<file path="config.mk">
export PLATFORM = sky130hd
export DESIGN_NAME = rtc_alarm_queue
export DESIGN_NICKNAME = d
export VERILOG_FILES = /design/src/rtl/rtcaq_pkg.sv /design/src/rtl/rtc_alarm_queue.sv
export SDC_FILE = /design/constraint.sdc
export NUM_CORES = 1
export LEC_CHECK = 0
export BUFFER_PORTS_ARGS = -buffer_cell sky130_fd_sc_hd__buf_2
export CORE_MARGIN = 2
export CORE_UTILIZATION = 26
export CTS_BUF_LIST = sky130_fd_sc_hd__clkbuf_4 sky130_fd_sc_hd__clkbuf_8 sky130_fd_sc_hd__clkbuf_16
export DETAILED_ROUTE_END_ITERATION = 6
export GPL_ROUTABILITY_DRIVEN = 0
export PLACE_DENSITY_LB_ADDON = 0.15
export SLEW_MARGIN = 20
export SYNTH_ARGS = -nofsm -noshare
export SYNTH_HDL_FRONTEND = slang
export SYNTH_SLANG_ARGS = --single-unit
</file>
<file path="constraint.sdc">
create_clock -name clk -period 5.95 [get_ports clk]
set_clock_uncertainty 0.2 [all_clocks]
set_input_delay 0.2975 -clock clk [delete_from_list [all_inputs] [get_ports clk]]
set_output_delay 0.2975 -clock clk [all_outputs]
set_load 0.1 [all_outputs]
</file>
<file path="src/rtl/rtcaq_pkg.sv">
`default_nettype none

package rtcaq_pkg;

    // Queue depth default and per-tick fire limit
    localparam int ALARM_SLOTS_DEF = 8;
    localparam int FIRE_LIMIT      = 8;

    // Input actions
    localparam logic [1:0] ACT_TICK   = 2'd0;
    localparam logic [1:0] ACT_SET    = 2'd1;
    localparam logic [1:0] ACT_ADD    = 2'd2;
    localparam logic [1:0] ACT_CANCEL = 2'd3;

    // Result kinds
    localparam logic KIND_ACK   = 1'b0;
    localparam logic KIND_FIRED = 1'b1;

    // Result status codes
    localparam logic [1:0] ST_OK         = 2'd0;
    localparam logic [1:0] ST_NOT_QUEUED = 2'd1;
    localparam logic [1:0] ST_INVALID    = 2'd2;

endpackage

`default_nettype wire

</file>
<file path="src/rtl/rtc_alarm_queue.sv">
// Channel   | Handshake              | Payload
// ----------+------------------------+--------------------------------------------------
// input     | in_valid / in_ready    | action, alarm_handle, time_value
// result    | out_valid / out_ready  | result_kind, fired_handle, current_time, status,
//           |                        | last_result
// config    | cfg_we (no wait)       | cfg_wdata = counter_run
//
// One item at a time; in_ready is high only while the sequencer is idle.
// Set time and a stopped or invalid tick go straight to the final result; a running tick
// first emits one fired result per due alarm, up to the fire limit. Cancel and add walk the
// queue one entry per cycle through the single shared comparator; add walks it to find, then to insert.
// Output stalls hold the sequencer in place; one result may wait in the output
// register while the next item is taken. Reset: time invalid, queue empty.
`default_nettype none

module rtc_alarm_queue #(
    parameter int ALARM_SLOTS = rtcaq_pkg::ALARM_SLOTS_DEF
) (
    input  wire logic        clk,
    input  wire logic        rst_n,
    // configuration
    input  wire logic        cfg_we,
    input  wire logic        cfg_wdata,
    // input channel
    input  wire logic        in_valid,
    output logic             in_ready,
    input  wire logic [1:0]  action,
    input  wire logic [2:0]  alarm_handle,
    input  wire logic [31:0] time_value,
    // result channel
    output logic             out_valid,
    input  wire logic        out_ready,
    output logic             result_kind,
    output logic [2:0]       fired_handle,
    output logic [31:0]      current_time,
    output logic [1:0]       status,
    output logic             last_result
);

    localparam int IDX_W  = (ALARM_SLOTS > 1) ? $clog2(ALARM_SLOTS) : 1;
    localparam int FILL_W = $clog2(ALARM_SLOTS + 1);
    localparam int FIRE_W = $clog2(rtcaq_pkg::FIRE_LIMIT + 1);

    localparam logic [FILL_W-1:0] SLOTS_N = FILL_W'(ALARM_SLOTS);
    localparam logic [FIRE_W-1:0] FIRE_N  = FIRE_W'(rtcaq_pkg::FIRE_LIMIT);

    localparam logic [2:0] S_IDLE = 3'd0;
    localparam logic [2:0] S_FIND = 3'd1;
    localparam logic [2:0] S_INS  = 3'd2;
    localparam logic [2:0] S_FIRE = 3'd3;
    localparam logic [2:0] S_EMIT = 3'd4;

    // control state
    logic [2:0]        state_reg, state_next;
    logic [FILL_W-1:0] idx_reg, idx_next;
    logic [FILL_W-1:0] fill_reg, fill_next;
    logic [FIRE_W-1:0] fire_cnt_reg, fire_cnt_next;
    logic              run_reg;
    logic              valid_reg, valid_next;
    logic              out_valid_reg, out_valid_next;
    logic [31:0]       count_reg, count_next;

    // current item
    logic [1:0]        act_reg, act_next;
    logic [2:0]        hdl_reg, hdl_next;
    logic [31:0]       tval_reg, tval_next;
    logic [1:0]        status_reg, status_next;

    // queue storage
    logic [31:0]       q_time_reg [ALARM_SLOTS];
    logic [31:0]       q_time_next [ALARM_SLOTS];
    logic [2:0]        q_hdl_reg [ALARM_SLOTS];
    logic [2:0]        q_hdl_next [ALARM_SLOTS];

    // output payload
    logic              kind_reg;
    logic [2:0]        ohdl_reg;
    logic [31:0]       otime_reg;
    logic [1:0]        ostat_reg;
    logic              olast_reg;

    logic              emit;
    logic              emit_kind;
    logic [2:0]        emit_hdl;
    logic [1:0]        emit_status;
    logic              emit_last;
    logic              shift_rm;
    logic              shift_ins;
    logic              slot_free;

    logic [31:0]       rd_time;
    logic [2:0]        rd_hdl;
    logic [31:0]       cmp_a, cmp_b;
    logic              cmp_eq, cmp_gt;

    assign in_ready  = (state_reg == S_IDLE);
    assign slot_free = !out_valid_reg || out_ready;

    // queue read port at the walk index
    assign rd_time = q_time_reg[idx_reg[IDX_W-1:0]];
    assign rd_hdl  = q_hdl_reg[idx_reg[IDX_W-1:0]];

    // shared comparator
    always_comb
    begin
        if (state_reg == S_FIND)
        begin
            cmp_a = {29'd0, rd_hdl};
            cmp_b = {29'd0, hdl_reg};
        end
        else if (state_reg == S_INS)
        begin
            cmp_a = tval_reg;
            cmp_b = rd_time;
        end
        else
        begin
            cmp_a = rd_time;
            cmp_b = count_reg;
        end
    end

    assign cmp_eq = (cmp_a == cmp_b);
    assign cmp_gt = (cmp_a > cmp_b);

    // sequencer
    always_comb
    begin
        state_next    = state_reg;
        idx_next      = idx_reg;
        fill_next     = fill_reg;
        fire_cnt_next = fire_cnt_reg;
        valid_next    = valid_reg;
        count_next    = count_reg;
        act_next      = act_reg;
        hdl_next      = hdl_reg;
        tval_next     = tval_reg;
        status_next   = status_reg;
        shift_rm      = 1'b0;
        shift_ins     = 1'b0;
        emit          = 1'b0;
        emit_kind     = rtcaq_pkg::KIND_ACK;
        emit_hdl      = hdl_reg;
        emit_status   = status_reg;
        emit_last     = 1'b1;

        unique case (state_reg)
            S_IDLE:
            begin
                if (in_valid)
                begin
                    act_next      = action;
                    hdl_next      = alarm_handle;
                    tval_next     = time_value;
                    idx_next      = '0;
                    fire_cnt_next = '0;
                    status_next   = rtcaq_pkg::ST_OK;
                    unique case (action)
                        rtcaq_pkg::ACT_TICK:
                        begin
                            hdl_next = 3'd0;
                            if (!valid_reg)
                            begin
                                status_next = rtcaq_pkg::ST_INVALID;
                                state_next  = S_EMIT;
                            end
                            else if (run_reg)
                            begin
                                count_next = count_reg + 32'd1;
                                state_next = S_FIRE;
                            end
                            else
                            begin
                                state_next = S_EMIT;
                            end
                        end
                        rtcaq_pkg::ACT_SET:
                        begin
                            count_next = time_value;
                            valid_next = 1'b1;
                            state_next = S_EMIT;
                        end
                        rtcaq_pkg::ACT_ADD:
                        begin
                            state_next = S_FIND;
                        end
                        rtcaq_pkg::ACT_CANCEL:
                        begin
                            state_next = S_FIND;
                        end
                        default:
                        begin
                            state_next = S_IDLE;
                        end
                    endcase
                end
            end

            // look for the handle, drop it if queued
            S_FIND:
            begin
                if (idx_reg >= fill_reg)
                begin
                    if (act_reg == rtcaq_pkg::ACT_ADD)
                    begin
                        idx_next   = '0;
                        state_next = S_INS;
                    end
                    else
                    begin
                        status_next = rtcaq_pkg::ST_NOT_QUEUED;
                        state_next  = S_EMIT;
                    end
                end
                else if (cmp_eq)
                begin
                    shift_rm  = 1'b1;
                    fill_next = fill_reg - FILL_W'(1);
                    if (act_reg == rtcaq_pkg::ACT_ADD)
                    begin
                        idx_next   = '0;
                        state_next = S_INS;
                    end
                    else
                    begin
                        state_next = S_EMIT;
                    end
                end
                else
                begin
                    idx_next = idx_reg + FILL_W'(1);
                end
            end

            // walk past earlier due times, then insert; a full queue drops its latest entry or the new one
            S_INS:
            begin
                if ((idx_reg < fill_reg) && cmp_gt)
                begin
                    idx_next = idx_reg + FILL_W'(1);
                end
                else
                begin
                    if (idx_reg < SLOTS_N)
                    begin
                        shift_ins = 1'b1;
                        if (fill_reg != SLOTS_N)
                        begin
                            fill_next = fill_reg + FILL_W'(1);
                        end
                    end
                    state_next = S_EMIT;
                end
            end

            // pop due alarms from the head
            S_FIRE:
            begin
                if ((fill_reg == '0) || (fire_cnt_reg == FIRE_N) || cmp_gt)
                begin
                    state_next = S_EMIT;
                end
                else if (slot_free)
                begin
                    emit          = 1'b1;
                    emit_kind     = rtcaq_pkg::KIND_FIRED;
                    emit_hdl      = rd_hdl;
                    emit_status   = rtcaq_pkg::ST_OK;
                    emit_last     = 1'b0;
                    shift_rm      = 1'b1;
                    fill_next     = fill_reg - FILL_W'(1);
                    fire_cnt_next = fire_cnt_reg + FIRE_W'(1);
                end
            end

            // final result of the item
            S_EMIT:
            begin
                if (slot_free)
                begin
                    emit       = 1'b1;
                    state_next = S_IDLE;
                end
            end

            default:
            begin
                state_next = S_IDLE;
            end
        endcase
    end

    // queue shifting: remove at idx or open a slot at idx
    always_comb
    begin
        for (int j = 0; j < ALARM_SLOTS; j++)
        begin
            q_time_next[j] = q_time_reg[j];
            q_hdl_next[j]  = q_hdl_reg[j];
            if (shift_rm && (FILL_W'(j) >= idx_reg) && (j < ALARM_SLOTS - 1))
            begin
                q_time_next[j] = q_time_reg[IDX_W'(j + 1)];
                q_hdl_next[j]  = q_hdl_reg[IDX_W'(j + 1)];
            end
            if (shift_ins)
            begin
                if (FILL_W'(j) > idx_reg)
                begin
                    q_time_next[j] = q_time_reg[IDX_W'(j - 1)];
                    q_hdl_next[j]  = q_hdl_reg[IDX_W'(j - 1)];
                end
                else if (FILL_W'(j) == idx_reg)
                begin
                    q_time_next[j] = tval_reg;
                    q_hdl_next[j]  = hdl_reg;
                end
            end
        end
    end

    // output valid
    always_comb
    begin
        if (emit)
        begin
            out_valid_next = 1'b1;
        end
        else if (out_ready)
        begin
            out_valid_next = 1'b0;
        end
        else
        begin
            out_valid_next = out_valid_reg;
        end
    end

    // control registers
    always_ff @(posedge clk or negedge rst_n)
    begin
        if (!rst_n)
        begin
            state_reg     <= S_IDLE;
            idx_reg       <= '0;
            fill_reg      <= '0;
            fire_cnt_reg  <= '0;
            run_reg       <= 1'b0;
            valid_reg     <= 1'b0;
            out_valid_reg <= 1'b0;
            count_reg     <= 32'd0;
        end
        else
        begin
            state_reg     <= state_next;
            idx_reg       <= idx_next;
            fill_reg      <= fill_next;
            fire_cnt_reg  <= fire_cnt_next;
            valid_reg     <= valid_next;
            out_valid_reg <= out_valid_next;
            count_reg     <= count_next;
            if (cfg_we)
            begin
                run_reg <= cfg_wdata;
            end
        end
    end

    // payload registers
    always_ff @(posedge clk)
    begin
        act_reg    <= act_next;
        hdl_reg    <= hdl_next;
        tval_reg   <= tval_next;
        status_reg <= status_next;
        for (int j = 0; j < ALARM_SLOTS; j++)
        begin
            q_time_reg[j] <= q_time_next[j];
            q_hdl_reg[j]  <= q_hdl_next[j];
        end
        if (emit)
        begin
            kind_reg  <= emit_kind;
            ohdl_reg  <= emit_hdl;
            otime_reg <= count_reg;
            ostat_reg <= emit_status;
            olast_reg <= emit_last;
        end
    end

    assign out_valid    = out_valid_reg;
    assign result_kind  = kind_reg;
    assign fired_handle = ohdl_reg;
    assign current_time = otime_reg;
    assign status       = ostat_reg;
    assign last_result  = olast_reg;

`ifndef ASSERT_OFF
    a_fill_bound: assert property (@(posedge clk) disable iff (!rst_n)
        fill_reg <= SLOTS_N)
        else $error("queue fill above depth");

    a_fire_bound: assert property (@(posedge clk) disable iff (!rst_n)
        fire_cnt_reg <= FIRE_N)
        else $error("fire count above limit");

    a_walk_bound: assert property (@(posedge clk) disable iff (!rst_n)
        (state_reg == S_FIND || state_reg == S_INS) |-> idx_reg <= fill_reg)
        else $error("walk index beyond fill");

    a_tick_count: assert property (@(posedge clk) disable iff (!rst_n)
        (in_valid && in_ready && action == rtcaq_pkg::ACT_TICK && valid_reg && run_reg)
        |=> count_reg == $past(count_reg) + 32'd1)
        else $error("tick did not advance count");

    a_fired_not_last: assert property (@(posedge clk) disable iff (!rst_n)
        (out_valid_reg && kind_reg == rtcaq_pkg::KIND_FIRED) |-> !olast_reg)
        else $error("fired alarm marked last");
`endif

endmodule

`default_nettype wire
</file>
==> out/qor.log, run 1 <==
qor: run_status.outcome finished, final reports clean
qor: placement.numPortBuffers 83
qor: critical_path.r2r_cell_count 13
qor: clocking.clk_sinks 408
qor: synth.sequential_to_total_area_share_from_yosys_stat 41.8%
qor: timing.worst_slew_pin_slew 1.08 ns
qor: critical_path.worstSetupPathDepth 13
qor: global_routing.grt_max_degree 72
qor: critical_path.timing.critical_path.max_delay_family compound AO/OA/AOI/OAI gates
qor: detailed_routing.remaining_drc_errors 0
qor: clocking.cts.clk_slew.worst_paths 0.06 ns
qor: critical_path.crit_path_max_incr_delay 0.83 ns
qor: clocking.tritoncts yes
qor: final_layout.num_antenna_cells 0
qor: synth.parity_gate_share_of_the_synthesized_area_counting_xor_and_xnor_cells 0.192%
qor: floorplanning.std_cell_rows 108
qor: final_layout.nets 2352
qor: final_layout.ff_latch_area 9560 um2
qor: pwr.total_leakage_power 9.82 nW
qor: synth.synth_adder_area_share 2.41%
qor: timing.slew_headroom 27.9%
qor: clocking.worst_skew_late_latency 0.60 ns
qor: synth.synth_seq_cells 408
qor: critical_path.dominant_cell_type_by_count_on_the_critical_path sky130_fd_sc_hd__o21ai_0
qor: placement.dp_hpwl 56800 um
qor: global_routing.grt-ovfl-total 0
qor: synth.top_reg_cell_synth sky130_fd_sc_hd__dfxtp_1
qor: worst_hold_path.hp-start in_valid
qor: clocking.cts.root.buffer_cell sky130_fd_sc_hd__clkbuf_16
qor: critical_path.timing.critical_path.to_type flip-flop
qor: synth.synth_compound_gate_area_share 20.7%
qor: synth.syn_area 22800 um2
qor: detailed_routing.first_iter_violations 2129
qor: timing.report.final.hold_viol_count 0
qor: critical_path.cp_buf_inv_count 2
qor: clocking.numCtsBuffers 49
qor: critical_path.worst_path_max_delay_cell sky130_fd_sc_hd__dfrtp_4
qor: global_routing.globalRouteTotalUtil 20.0%
qor: pwr.power.density_cell_area 624 nW/um2
qor: floorplanning.start_util 26.3%
qor: timing.grt_setup_unrepaired no
qor: synth.yosys_warnings 0
qor: synth.synthCells 2226
qor: critical_path.list_of_cells_traversed_by_the_critical_path buf_12 > mux4_2 > mux2i_1 > o21ai_0 > ha_1 > nand4_2 > or3_1 > or2_2 > a31oi_4 > o31a_2 > buf_4 > o21ai_0 > a31oi_1
qor: timing.setup-tns-final 0 ns
qor: timing.highest_clock_frequency_the_design_can_meet 180 MHz
qor: critical_path.worst-endpoint-required 6.27 ns
qor: detailed_routing.avgRoutedWirePerCell 26.8 um
qor: floorplanning.placeableCoreArea 86900 um2
qor: flow_run.number_of_max_cap_violations 0
qor: detailed_routing.avgViaCountPerCell 5.72
qor: final_layout.layout.cells.most_common sky130_fd_sc_hd__dfxtp_1
qor: critical_path.timing.rr.start idx_reg[0]
qor: synth.synth.net_count 2313
qor: critical_path.cp-start-kind flip-flop
qor: worst_hold_path.min-delay-path-class in -> reg
qor: final_layout.layout_common_cells 245 x sky130_fd_sc_hd__dfxtp_1, 194 x sky130_fd_sc_hd__mux2i_1, 158 x sky130_fd_sc_hd__a22oi_1, 137 x sky130_fd_sc_hd__o21ai_0, 125 x sky130_fd_sc_hd__nor2_1
qor: critical_path.crit_path_start idx_reg[0]
qor: floorplanning.die_height 300 um
qor: clocking.cts_resized 0
qor: synth.synth_mux_area_share 20.3%
qor: floorplanning.die_w 300 um
qor: floorplanning.num_io_pins 84
qor: synth.synth-edff-count 113
qor: critical_path.crit_type reg -> reg
qor: synth.ys_types 75
qor: timing.finalSetupViolations 0
qor: critical_path.arrival 5.88 ns
qor: timing.fin_max_slew_vios 0
qor: detailed_routing.drt-pass1-iter-count 5
qor: final_layout.fillCellCount 8807
qor: clocking.cts_htree_levels 2
qor: global_routing.antenna_found_initial 1
qor: pwr.worst_ir_drop_vdd 0.254 mV
qor: detailed_routing.routed_wire_length 92800 um
qor: timing.final_critical_path_share_of_the_clock_period 93.5%
qor: detailed_routing.route.vias.total 19.8k
qor: timing.post-route-min-period 5.56 ns
qor: final_layout.syn2layout_area_growth 18.1%
qor: synth.post_synthesis_share_of_cell_area_spent_on_and_or_nand_and_nor_gates 10.0%
qor: synth.async_flop_share 12.3%
qor: floorplanning.die_area 90200 um2
qor: global_routing.grt_pass1_vias 19.3k
qor: worst_hold_path.hold_depth 4
qor: synth.post_syn_area_per_cell 10.3 um2
qor: global_routing.first_pass_grt_wire_length 136000 um
qor: critical_path.cp_max_fo 27
qor: detailed_routing.antenna_violating_nets_post_route 0
qor: synth.synth_top_family_by_area compound AO/OA/AOI/OAI gates
qor: final_layout.largest_register_ff_count 256
qor: final_layout.multiInputGateArea 12400 um2
qor: clocking.cts.path.max_buffers 3
qor: final_layout.share_of_cells_above_drive_strength_1 21.1%
qor: timing.worst_hold_slack_after_final_layout 0.139 ns
Yosys cell counts (4+ instances only):
master	number	area, um2
sky130_fd_sc_hd__dfxtp_1	245	4900
sky130_fd_sc_hd__mux2i_1	194	1940
sky130_fd_sc_hd__a22oi_1	158	1190
sky130_fd_sc_hd__clkbuf_1	157	589
sky130_fd_sc_hd__o21ai_0	139	696
sky130_fd_sc_hd__nor2_1	130	488
sky130_fd_sc_hd__edfxtp_1	113	3390
sky130_fd_sc_hd__nand2_1	100	375
sky130_fd_sc_hd__a21oi_1	99	495
sky130_fd_sc_hd__mux2_2	99	1110
sky130_fd_sc_hd__nand3_1	97	485
sky130_fd_sc_hd__a221o_1	71	711
sky130_fd_sc_hd__mux4_2	70	1580
sky130_fd_sc_hd__o22ai_1	54	338
sky130_fd_sc_hd__dfrtp_1	50	1250
sky130_fd_sc_hd__ha_1	44	551
sky130_fd_sc_hd__a31oi_1	43	269
sky130_fd_sc_hd__nor2b_1	43	269
sky130_fd_sc_hd__a211oi_1	38	285
sky130_fd_sc_hd__buf_2	32	160
sky130_fd_sc_hd__nor3_1	20	100
sky130_fd_sc_hd__a22o_1	19	166
sky130_fd_sc_hd__inv_1	19	71.3
sky130_fd_sc_hd__buf_1	17	63.8
sky130_fd_sc_hd__nand4_1	17	106
sky130_fd_sc_hd__buf_4	16	120
sky130_fd_sc_hd__o21ai_1	13	65.1
sky130_fd_sc_hd__nand2b_1	9	56.3
sky130_fd_sc_hd__nor4_1	8	50.1
sky130_fd_sc_hd__o21a_1	6	45.0
sky130_fd_sc_hd__o31ai_1	6	45.0
sky130_fd_sc_hd__a21o_1	5	37.5
sky130_fd_sc_hd__and2_1	5	31.3
sky130_fd_sc_hd__and4_1	5	43.8
sky130_fd_sc_hd__o211ai_1	5	37.5
sky130_fd_sc_hd__or3_1	5	31.3
sky130_fd_sc_hd__a221oi_1	4	35.0
sky130_fd_sc_hd__and3_1	4	25.0
sky130_fd_sc_hd__o22a_1	4	35.0
sky130_fd_sc_hd__or2_2	4	25.0
worst paths after layout:
check                                     to  slack, ns
hold / removal                    idx_reg[2]       0.14
min in group asynchronous       state_reg[2]       0.20
hold reg to reg            q_time_reg[6][27]       0.31
max in group asynchronous         idx_reg[0]       4.77
setup reg to reg           q_time_reg[3][20]       0.39
setup / recovery           q_time_reg[3][20]       0.39
stage by stage:
stage / utilization, % / power [mW] / cell area [um2] / setup WS (ns) / instances
6_report: 31.0 / 16.8 / 27000 / 0.389 / 3460
5_1_grt: 31.0 / 17.8 / 27000 / 0.151 / 3460
4_1_cts: 31.0 / 16.8 / 27000 / 0.445 / 3460
3_5_place_dp: 28.7 / 13.6 / 24900 / 0.458 / 3328
3_3_place_gp: 28.7 / 13.5 / 24900 / 0.428 / 3327
2_1_floorplan: - / 10.9 / 22800 / 0.102 / 2226
cells by family (layout without fill, tap and decap cells):
kind of cell               count (synthesis)  count (layout)
DFF                                      408             408
buffers and inverters                    248             327
adders and majority gates                 44              44
and+or+nand+nor                          468             468
xor gates and xnor gates                   5               5
muxes                                    363             363
AOI/OAI and AO/OA                        690             690
worst reg2reg max path: cells and delay by family, from the launching register on:
kind,cells,cell delay (ns)
simple gates,3,1.03
flops,1,0.83
buf+inv,2,0.86
fa+ha+maj,1,0.35
mux,2,0.90
compound gates,5,1.35
final cells by class:
cell class / instances / share of cell area, %
multi-input combinational: 1570 / 46.1
clock buffer: 73 / 5.40
tap: 1155 / 5.36
clock inverter: 18 / 0.548
inverter: 20 / 0.278
sequential: 408 / 35.4
timing repair buffer: 216 / 6.88
layer usage:
metal  track usage, %  vias to the layer above  wire length (um)
met5                0                        -                 0
met4             5.24                        0              2140
met3             2.75                      142              6020
met2             31.8                      822             42500
met1             28.4                    10111             42200
li1                 -                     8731                 -
power breakdown:
group	switching, mW	internal, mW
registers	1.42	4.18
clock network	1.28	1.78
logic	4.71	3.46
timing repair:
item                                   4_1_cts  5_1_grt
hold buffers                                41        0
endpoints found under the hold margin      123        0
buffers inserted                             0        0
No activity file was read; power rests on OpenSTA's default activity.
==> run 2: changes to the inputs <==
--- a/config.mk
+++ b/config.mk
@@ -7,5 +7,5 @@
 export LEC_CHECK = 0
 export BUFFER_PORTS_ARGS = -buffer_cell sky130_fd_sc_hd__buf_2
-export CORE_MARGIN = 2
+export CORE_MARGIN = 10
 export CORE_UTILIZATION = 26
 export CTS_BUF_LIST = sky130_fd_sc_hd__clkbuf_4 sky130_fd_sc_hd__clkbuf_8 sky130_fd_sc_hd__clkbuf_16
==> constraint.sdc (replaced) <==
create_clock -name clk -period 6.3 [get_ports clk]
set_clock_uncertainty 0.2 [all_clocks]
set_input_delay 0.945 -clock clk [delete_from_list [all_inputs] [get_ports clk]]
set_output_delay 0.945 -clock clk [all_outputs]
set_load 0.1 [all_outputs]
==> run 2 against run 1 <==
Compared with the run above:
- sequential power down 6.1%
- total power decreased by 6.3%
- critical path depth increased by 1
==> out/qor.log, run 2 (synthesis gave the netlist of run 1 again) <==
qor: run_status.outcome finished, final reports clean
qor: clocking.cts_resized 0
qor: pwr.total_leakage_power 9.56 nW
qor: timing.fin_max_slew_vios 0
qor: global_routing.grt_pass1_vias 19.0k
qor: final_layout.nets 2302
qor: final_layout.layout.cells.most_common sky130_fd_sc_hd__dfxtp_1
qor: clocking.cts.path.max_buffers 3
qor: flow_run.number_of_max_cap_violations 0
qor: worst_hold_path.min-delay-path-class in -> async
qor: global_routing.grtUsageMet1 24.1%
qor: critical_path.timing.critical_path.max_delay_family compound AO/OA/AOI/OAI gates
qor: clocking.clk_sinks 408
qor: critical_path.arrival 6.06 ns
qor: final_layout.syn2layout_area_growth 15.6%
qor: clocking.numCtsBuffers 48
qor: global_routing.grt_max_degree 71
qor: detailed_routing.drt-pass1-iter-count 6
qor: critical_path.dominant_cell_type_by_count_on_the_critical_path sky130_fd_sc_hd__buf_4
qor: placement.dp_hpwl 54700 um
qor: global_routing.use_met2 28.5%
qor: detailed_routing.route.vias.total 19.4k
qor: clocking.cts_setup_buffers 0
qor: detailed_routing.remaining_drc_errors 0
qor: critical_path.worstSetupPathDepth 14
qor: pwr.power.density_cell_area 597 nW/um2
qor: global_routing.globalRoute.busiestLayer met2
qor: floorplanning.die_area 100000 um2
qor: timing.highest_clock_frequency_the_design_can_meet 173 MHz
qor: detailed_routing.first_iter_violations 1865
qor: timing.post-route-min-period 5.77 ns
qor: critical_path.timing.critical_path.to_type flip-flop
qor: floorplanning.die_w 316 um
qor: timing.slew_headroom 24.3%
qor: clocking.tritoncts yes
qor: critical_path.crit_type reg -> reg
qor: final_layout.fin_cells 3409
qor: timing.finalSetupViolations 0
qor: global_routing.antenna_found_initial 1
qor: global_routing.globalRouteTotalUtil 17.5%
qor: global_routing.first_pass_grt_wire_length 133000 um
qor: floorplanning.die_height 316 um
qor: final_layout.share_of_cells_above_drive_strength_1 21.0%
qor: clocking.cts.root.buffer_cell sky130_fd_sc_hd__clkbuf_16
qor: timing.final_critical_path_share_of_the_clock_period 91.6%
qor: placement.post_dp_cell_area 24800 um2
qor: detailed_routing.antenna_violating_nets_post_route 0
qor: critical_path.ff2ff_setup_slack 0.53 ns
qor: clocking.cts_hold_buffers 0
qor: final_layout.largest_register_ff_count 256
qor: detailed_routing.avgViaCountPerCell 5.69
qor: pwr.design_power_total 15.8 mW
qor: clocking.cts.clk_slew.worst_paths 0.06 ns
qor: clocking.cts_htree_levels 2
qor: critical_path.cp-start-kind flip-flop
qor: floorplanning.placeableCoreArea 86900 um2
qor: final_layout.fillCellCount 8934
qor: critical_path.list_of_cells_traversed_by_the_critical_path buf_4 > mux4_2 > mux2i_1 > o21ai_0 > ha_1 > nand4_1 > or3_1 > o22ai_1 > o211ai_1 > nand4_1 > buf_4 > buf_4 > nor2_1 > a221o_1
qor: floorplanning.std_cell_rows 108
qor: critical_path.crit_path_max_incr_delay 0.82 ns
qor: global_routing.grt-ovfl-total 0
qor: critical_path.r2r_cell_count 14
qor: detailed_routing.routed_wire_length 91300 um
qor: floorplanning.start_util 26.3%
qor: critical_path.cp_max_fo 26
qor: clocking.worst_skew_late_latency 0.60 ns
qor: critical_path.timing.rr.start idx_reg[0]
qor: critical_path.cp_buf_inv_count 3
qor: critical_path.worst-endpoint-required 6.58 ns
qor: timing.report.final.hold_viol_count 0
qor: pwr.worst_ir_drop_vdd 0.185 mV
qor: final_layout.postLayoutCellArea 26400 um2
qor: placement.numPortBuffers 83
qor: detailed_routing.avgRoutedWirePerCell 26.8 um
qor: critical_path.worst_path_max_delay_cell sky130_fd_sc_hd__dfrtp_4
qor: placement.dp_cells 3320
qor: final_layout.layout_common_cells 245 x sky130_fd_sc_hd__dfxtp_1, 194 x sky130_fd_sc_hd__mux2i_1, 158 x sky130_fd_sc_hd__a22oi_1, 137 x sky130_fd_sc_hd__o21ai_0, 125 x sky130_fd_sc_hd__nor2_1
qor: timing.grt_setup_unrepaired no
qor: critical_path.crit-reg2reg-capture q_time_reg[6][10]
qor: global_routing.grt.met3_usage 2.09%
qor: floorplanning.num_io_pins 84
qor: timing.setup-tns-final 0 ns
qor: timing.worst_slew_pin_slew 1.13 ns
run 2: final cells by class:
type / count / area (um2) / share of cell area, %
Antenna cell: 2 / 5.00 / 0.0190
Clock buffer: 69 / 1400 / 5.31
Clock inverter: 18 / 204 / 0.773
Inverter: 20 / 75.1 / 0.284
Multi-Input combinational cell: 1570 / 12400 / 47.1
Sequential cell: 408 / 9560 / 36.2
Tap cell: 1155 / 1450 / 5.47
Timing Repair Buffer: 167 / 1280 / 4.86
run 2: how the worst max path moves through the flow:
stage / from / endpoint
after floorplan: idx_reg[0] / current_time[0]
final: idx_reg[0] / q_time_reg[6][10]
after global placement: idx_reg[0] / q_time_reg[6][14]
after CTS: idx_reg[0] / q_time_reg[6][4]
after detailed placement: idx_reg[0] / q_time_reg[6][10]
after global routing: idx_reg[0] / q_time_reg[6][6]
run 2: power by group:
part	switching [mW]	leakage, nW	total, mW	internal [mW]
combinational	4.39	5.06	7.60	3.21
clock	1.20	0.813	2.91	1.71
sequential	1.31	3.69	5.25	3.94
run 2: routing by layer:
layer	vias up	wire length, um
met1	9891	40700
met5	-	0
met2	723	42800
met3	159	5260
met4	0	2570
li1	8628	-
run 2: per-stage QoR:
stage	util, %	hold slack (ns)	setup slack [ns]
6_report	30.4	0.306	0.527
5_1_grt	30.4	0.326	0.331
4_1_cts	30.4	0.302	0.561
3_5_place_dp	28.5	0.292	0.582
3_3_place_gp	28.5	0.280	0.726
2_1_floorplan	-	0.223	0.452
run 2: worst reg2reg max path: stages (launching register included):
cell	delay, ns
sky130_fd_sc_hd__dfrtp_4	0.82
sky130_fd_sc_hd__buf_4	0.35
sky130_fd_sc_hd__mux4_2	0.52
sky130_fd_sc_hd__mux2i_1	0.42
sky130_fd_sc_hd__o21ai_0	0.16
sky130_fd_sc_hd__ha_1	0.34
sky130_fd_sc_hd__nand4_1	0.20
sky130_fd_sc_hd__or3_1	0.43
sky130_fd_sc_hd__o22ai_1	0.62
sky130_fd_sc_hd__o211ai_1	0.28
sky130_fd_sc_hd__nand4_1	0.16
sky130_fd_sc_hd__buf_4	0.35
sky130_fd_sc_hd__buf_4	0.44
sky130_fd_sc_hd__nor2_1	0.10
sky130_fd_sc_hd__a221o_1	0.28
